### src/design/dgrc_pkg.sv
`default_nettype none
// ----------------------------------------------------------------------------
// dgrc_pkg
// Shared types and constants of the grid ray caster: configuration record,
// controller command and status words, divider and rotator widths.
// ----------------------------------------------------------------------------
package dgrc_pkg;

  localparam int DVD_W      = 25;
  localparam int DVS_W      = 15;
  localparam int CFG_IDX_W  = 3;
  localparam int CFG_DATA_W = 17;
  localparam int DIST_W     = 17;
  localparam int COR_W      = 18;
  localparam int COR_ITERS  = 14;

  localparam logic [DIST_W-1:0]       DIST_SAT = '1;
  localparam logic signed [COR_W-1:0] COR_GAIN = 18'sd9949;
  localparam logic [DVD_W-1:0]        UNIT_NUM = 25'h100_0000;

  localparam logic [CFG_IDX_W-1:0] CFG_RAY_COUNT  = 3'd0;
  localparam logic [CFG_IDX_W-1:0] CFG_VIEW_SPAN  = 3'd1;
  localparam logic [CFG_IDX_W-1:0] CFG_MAX_DIST   = 3'd2;
  localparam logic [CFG_IDX_W-1:0] CFG_MAP_WIDTH  = 3'd3;
  localparam logic [CFG_IDX_W-1:0] CFG_MAP_HEIGHT = 3'd4;

  typedef struct packed {
    logic [6:0]  ray_count;
    logic [14:0] view_span;
    logic [16:0] max_distance;
    logic [6:0]  map_width;
    logic [6:0]  map_height;
  } cfg_t;

  typedef struct packed {
    logic clr;
    logic wr;
    logic load;
    logic ang_start;
    logic ang_done;
    logic cor_init;
    logic cor_step;
    logic dir;
    logic ux_start;
    logic ux_done;
    logic uy_start;
    logic uy_done;
    logic side_x;
    logic side_y;
    logic step;
    logic check;
    logic wall_x;
    logic wall_y;
    logic emit;
  } cmd_t;

  typedef struct packed {
    logic clr_last;
    logic div_done;
    logic cor_last;
    logic run;
    logic hit_now;
    logic last_ray;
    logic out_free;
  } sts_t;

  function automatic logic signed [COR_W-1:0] atan_lut(input logic [3:0] idx);
    logic signed [COR_W-1:0] v;
    case (idx)
      4'd0:    v = 18'sd8192;
      4'd1:    v = 18'sd4836;
      4'd2:    v = 18'sd2555;
      4'd3:    v = 18'sd1297;
      4'd4:    v = 18'sd651;
      4'd5:    v = 18'sd326;
      4'd6:    v = 18'sd163;
      4'd7:    v = 18'sd81;
      4'd8:    v = 18'sd41;
      4'd9:    v = 18'sd20;
      4'd10:   v = 18'sd10;
      4'd11:   v = 18'sd5;
      4'd12:   v = 18'sd3;
      4'd13:   v = 18'sd1;
      default: v = 18'sd0;
    endcase
    return v;
  endfunction

endpackage
`default_nettype wire

### src/design/dgrc_ctrl.sv
`default_nettype none
// ----------------------------------------------------------------------------
// dgrc_ctrl
// Sequencer: clear pass, item intake, per-ray setup, cell walk, result hand-off.
// ----------------------------------------------------------------------------
module dgrc_ctrl (
  input  logic            clk_i,
  input  logic            rst_ni,
  input  logic            in_valid_i,
  input  logic            func_i,
  output logic            in_stall_o,
  input  dgrc_pkg::sts_t  sts_i,
  output dgrc_pkg::cmd_t  cmd_o
);

  typedef enum logic [4:0] {
    S_CLEAR, S_IDLE, S_ANG, S_ANG_W, S_COR_INIT, S_COR, S_DIR,
    S_UX, S_UX_W, S_UY, S_UY_W, S_SIDE_X, S_SIDE_Y,
    S_STEP, S_CHECK, S_WALL_X, S_WALL_Y, S_EMIT
  } state_e;

  state_e state_q, state_d;

  assign in_stall_o = state_q != S_IDLE;

  always_comb begin
    cmd_o   = '0;
    state_d = state_q;
    case (state_q)
      S_CLEAR: begin
        cmd_o.clr = 1'b1;
        if (sts_i.clr_last) begin
          state_d = S_IDLE;
        end
      end
      S_IDLE: begin
        if (in_valid_i) begin
          if (func_i) begin
            cmd_o.load = 1'b1;
            state_d    = S_ANG;
          end else begin
            cmd_o.wr = 1'b1;
          end
        end
      end
      S_ANG: begin
        cmd_o.ang_start = 1'b1;
        state_d         = S_ANG_W;
      end
      S_ANG_W: begin
        if (sts_i.div_done) begin
          cmd_o.ang_done = 1'b1;
          state_d        = S_COR_INIT;
        end
      end
      S_COR_INIT: begin
        cmd_o.cor_init = 1'b1;
        state_d        = S_COR;
      end
      S_COR: begin
        cmd_o.cor_step = 1'b1;
        if (sts_i.cor_last) begin
          state_d = S_DIR;
        end
      end
      S_DIR: begin
        cmd_o.dir = 1'b1;
        state_d   = S_UX;
      end
      S_UX: begin
        cmd_o.ux_start = 1'b1;
        state_d        = S_UX_W;
      end
      S_UX_W: begin
        if (sts_i.div_done) begin
          cmd_o.ux_done = 1'b1;
          state_d       = S_UY;
        end
      end
      S_UY: begin
        cmd_o.uy_start = 1'b1;
        state_d        = S_UY_W;
      end
      S_UY_W: begin
        if (sts_i.div_done) begin
          cmd_o.uy_done = 1'b1;
          state_d       = S_SIDE_X;
        end
      end
      S_SIDE_X: begin
        cmd_o.side_x = 1'b1;
        state_d      = S_SIDE_Y;
      end
      S_SIDE_Y: begin
        cmd_o.side_y = 1'b1;
        state_d      = S_STEP;
      end
      S_STEP: begin
        if (sts_i.run) begin
          cmd_o.step = 1'b1;
          state_d    = S_CHECK;
        end else begin
          state_d = S_EMIT;
        end
      end
      S_CHECK: begin
        cmd_o.check = 1'b1;
        state_d     = sts_i.hit_now ? S_WALL_X : S_STEP;
      end
      S_WALL_X: begin
        cmd_o.wall_x = 1'b1;
        state_d      = S_WALL_Y;
      end
      S_WALL_Y: begin
        cmd_o.wall_y = 1'b1;
        state_d      = S_EMIT;
      end
      S_EMIT: begin
        if (sts_i.out_free) begin
          cmd_o.emit = 1'b1;
          state_d    = sts_i.last_ray ? S_IDLE : S_ANG;
        end
      end
      default: begin
        state_d = S_IDLE;
      end
    endcase
  end

  always_ff @(posedge clk_i or negedge rst_ni) begin
    if (!rst_ni) begin
      state_q <= S_CLEAR;
    end else begin
      state_q <= state_d;
    end
  end

endmodule
`default_nettype wire

### config.mk
export PLATFORM = sky130hd
export DESIGN_NAME = dgrc_ctrl
export DESIGN_NICKNAME = d
export VERILOG_FILES = /design/src/design/dgrc_pkg.sv /design/src/design/dgrc_ctrl.sv
export SDC_FILE = /design/constraint.sdc
export NUM_CORES = 1
export LEC_CHECK = 0
export ABC_AREA = 1
export BUFFER_PORTS_ARGS = -buffer_cell sky130_fd_sc_hd__buf_2
export CAP_MARGIN = 40
export CORE_MARGIN = 4
export CORE_UTILIZATION = 45
export DETAILED_ROUTE_END_ITERATION = 10
export PLACE_DENSITY = 0.77
export SLEW_MARGIN = 20
export SYNTH_ARGS = -nofsm -noshare
export SYNTH_HDL_FRONTEND = slang
export SYNTH_SLANG_ARGS = --single-unit
### constraint.sdc
create_clock -name clk_i -period 3.4 [get_ports clk_i]
set_input_delay 0.17 -clock clk_i [delete_from_list [all_inputs] [get_ports clk_i]]
set_output_delay 0.17 -clock clk_i [all_outputs]
set_load 0.05 [all_outputs]
==> tab_implementation.tex <==
\begin{tabular}{lr}
\hline
Metric & Value \\
\hline
\multicolumn{2}{l}{\textbf{Worst setup path}} \\
\quad Worst-path maximum fanout & 5 \\
\quad Slowest cell on crit path & sky130\_fd\_sc\_hd\_\_dfrtp\_1 \\
\quad Worst reg2reg path endpoint & state\_q[2] \\
\quad Critical path capture point & cmd\_o[16] \\
\quad Crit path arrival time & 1.80 ns \\
\quad Type of the worst setup path & reg -> out \\
\quad Startpoint type of the worst setup path & register \\
\quad Kind of capture point of the worst setup path & output port \\
\quad Depth of the most critical reg-to-reg path & 10 \\
\quad Series of cell instances along the critical path & inv\_2 > nand2\_4 > nor2\_1 > nand2\_1 > nor3b\_1 > buf\_2 \\
\quad Max incr delay on CP & 0.42 ns \\
\quad Worst reg2reg path startpoint & state\_q[1] \\
\quad Reg2reg setup slack & 1.79 ns \\
\quad Critical Path RT & 3.23 ns \\
\quad Setup crit start & state\_q[1] \\
\multicolumn{2}{l}{\textbf{Timing}} \\
\quad Maximum clock frequency & 508 MHz \\
\quad Final hold vios & 0 \\
\quad Skew final & 0.00491 ns \\
\quad Relative max-transition margin & 72.6\% \\
\quad Worst slew pin tran & 0.411 ns \\
\quad Final period demand of the worst path & 1.97 ns \\
\quad Hold slack final & 0.243 ns \\
\quad Finish-stage setup viols & 0 \\
\quad Max Transition Viols Final & 0 \\
\quad Unrepaired setup endpoints after global routing & no \\
\quad Post-route worst setup slack & 1.43 ns \\
\quad TNS Setup & 0 ns \\
\quad Final critical-path share of the clock period & 57.9\% \\
\multicolumn{2}{l}{\textbf{Detailed routing}} \\
\quad Number of remaining DRC errors & 0 \\
\quad Detailed-routing iteration count for the pre-antenna-repair pass & 4 \\
\quad Iteration-0 DRC Markers & 37 \\
\quad Antenna Violating Nets Remaining & 0 \\
\quad Detailed-route via count & 908 \\
\quad Routed wire length & 2.15 mm \\
\quad Mean routed wirelength per cell & 12.7 um \\
\quad Vias per cell & 5.37 \\
\multicolumn{2}{l}{\textbf{Logic synthesis}} \\
\quad Share of the yosys chip area belonging to registers & 18.0\% \\
\quad Number of instances in the synthesized netlist & 121 \\
\quad Post-Syn Area & 694 um2 \\
\quad Mapped Nets & 132 \\
\quad Count of yosys warnings during synthesis & 0 \\
\quad Post-synthesis area per instance & 5.74 um2 \\
\quad Synthesized flop and latch total & 5 \\
\quad Post-synth cell types & 22 \\
\multicolumn{2}{l}{\textbf{Global route}} \\
\quad Antenna violations before repair & 0 \\
\quad Number of global-route vias before repair & 840 \\
\quad Global-route wire length before repair & 3.62 mm \\
\quad Global routing usage summed across all routing layers & 22.7\% \\
\quad Total congestion overflow & 0 \\
\quad Largest net degree at the start of global routing & 11 \\
\multicolumn{2}{l}{\textbf{CTS}} \\
\quad Maximum clock path buffer count & 2 \\
\quad CTS H-tree depth & 1 \\
\quad Clock network latency to the later pin of the worst-skew pair & 0.25 ns \\
\quad CTS Buf Count & 3 \\
\quad Clock-pin slew on the worst setup and hold paths & 0.04 ns \\
\quad Clock Tree Root & sky130\_fd\_sc\_hd\_\_clkbuf\_4 \\
\quad TritonCTS clock tree & built \\
\quad Count of instances resized after the clock tree is built & 0 \\
\quad Sinks on Clock Net & 5 \\
\multicolumn{2}{l}{\textbf{Final layout}} \\
\quad Most used cells in the layout excluding fill and tap cells & sky130\_fd\_sc\_hd\_\_nand2\_1 (31), sky130\_fd\_sc\_hd\_\_buf\_2 (30), sky130\_fd\_sc\_hd\_\_nor2\_1 (21) \\
\quad Final design area excluding fillers & 887 um2 \\
\quad Ratio of cells with drive above 1 in the final layout & 31.8\% \\
\quad Largest registers & state\_q: 5 flops \\
\quad Fill count & 143 \\
\quad Top register by number of flip-flops & state\_q \\
\quad Layout overhead on the synthesized area & 27.7\% \\
\quad Commonest non-fill, non-tap cell in the layout & sky130\_fd\_sc\_hd\_\_nand2\_1 \\
\quad Layout Utilization & 64.2\% \\
\quad Post-layout nets & 166 \\
\quad Antenna fix cells & 0 \\
\quad Flip-flop count of the largest register after layout & 5 \\
\quad Non-filler instance count after layout & 169 \\
\multicolumn{2}{l}{\textbf{Placement}} \\
\quad Global placement routability congestion & 0.873 \\
\quad Placed Cells incl. Taps & 164 \\
\quad Worst Setup Slack post-DPL & 1.71 ns \\
\quad Total half-perimeter wirelength after legalization and detailed placement & 1.77 mm \\
\quad Cell area after placement & 851 um2 \\
\quad Count of buffers inserted at the top-level ports & 30 \\
\multicolumn{2}{l}{\textbf{Floorplanning}} \\
\quad Floorplan Core Area & 1380 um2 \\
\quad Initial core utilization & 50.2\% \\
\quad Overall die area & 2240 um2 \\
\quad I/O pins & 31 \\
\quad Die Span X & 47.3 um \\
\quad Rows & 13 \\
\quad Vertical die dimension & 47.3 um \\
\multicolumn{2}{l}{\textbf{Flow run}} \\
\quad Reported max-cap violation count & 0 \\
\multicolumn{2}{l}{\textbf{Power and ir drop}} \\
\quad Sum of internal, switching and leakage power & 816 uW \\
\quad Highest ir drop seen on vdd & 538 uV \\
\quad Power Dens Cells & 920 nW/um2 \\
\quad Leak pwr & 0.570 nW \\
\multicolumn{2}{l}{\textbf{Outcome}} \\
\quad Status & completed \\
\multicolumn{2}{l}{\textbf{Min path}} \\
\quad Origin of the worst min-delay path & sts\_i[0] \\
\quad Path category of the worst min-delay check & in -> reg \\
\hline
\end{tabular}
==> cells in the mapped netlist <==
library cell	n	area, um2
sky130_fd_sc_hd__nand3_4	1	17.5
sky130_fd_sc_hd__nor2_2	2	12.5
sky130_fd_sc_hd__nand2_4	2	22.5
sky130_fd_sc_hd__inv_2	6	22.5
sky130_fd_sc_hd__buf_4	1	7.51
sky130_fd_sc_hd__buf_2	1	5.00
sky130_fd_sc_hd__inv_1	14	52.6
sky130_fd_sc_hd__nor2_4	3	33.8
sky130_fd_sc_hd__dfrtp_1	5	125
sky130_fd_sc_hd__nand4_1	2	12.5
sky130_fd_sc_hd__nor3b_1	1	7.51
sky130_fd_sc_hd__a211oi_1	2	15.0
sky130_fd_sc_hd__nor4_1	1	6.26
sky130_fd_sc_hd__nand3_1	16	80.1
sky130_fd_sc_hd__nand3b_1	1	7.51
sky130_fd_sc_hd__o21ai_0	2	10.0
sky130_fd_sc_hd__a21oi_1	1	5.00
sky130_fd_sc_hd__nand3_2	1	10.0
sky130_fd_sc_hd__nor3_4	1	16.3
sky130_fd_sc_hd__nand2_1	31	116
sky130_fd_sc_hd__nor2_1	21	78.8
sky130_fd_sc_hd__nor3_1	6	30.0
==> routing by layer <==
metal / GRT usage [%] / wire (um)
met5: 0 / 0
met4: 3.31 / 0
met3: 4.60 / 181
met2: 36.6 / 986
met1: 31.6 / 981
==> critical path: cells and delay by family (launching register included) <==
kind	cells	cell delay [ns]
AND/OR/NAND/NOR	4	0.68
buffers and inverters	2	0.45
flip-flops	1	0.42
==> how the worst min path moves through the flow <==
stage	to	slack (ns)	depth (start not counted)
floorplan	state_q[0]	-0.13	0
detailed placement	state_q[2]	-0.01	1
global placement	state_q[2]	-0.01	1
CTS	state_q[4]	0.24	4
global route	state_q[2]	0.26	4
finish	state_q[4]	0.24	4
==> power by group <==
group	internal (mW)	switching [mW]	total, mW
logic	0.162	0.448	0.610
clock network	0.0446	0.0274	0.0720
registers	0.0837	0.0506	0.134
total	0.290	0.526	0.816
==> area by class of cell <==
type                            count  area, um2  area share [%]
Multi-Input combinational cell     94        482            54.3
Clock buffer                        4       26.3            2.96
Inverter                           20       75.1            8.46
Timing Repair Buffer               31        160            18.1
Tap cell                           15       18.8            2.12
Sequential cell                     5        125            14.1
==> timing repair <==
item,in CTS,in global routing
setup buffers,0,0
endpoints found under the hold margin,5,0
hold buffers,1,0
==> cells by family (layout without fill, tap and decap cells) <==
group / Yosys count / in the layout / share of synthesized area [%]
buffers and inverters: 22 / 55 / 12.6
flip-flops: 5 / 5 / 18.0
AND/OR/NAND/NOR: 89 / 89 / 65.0
AO/OA/AOI/OAI: 5 / 5 / 4.32
Note: power is estimated with default switching activity, not from simulation.
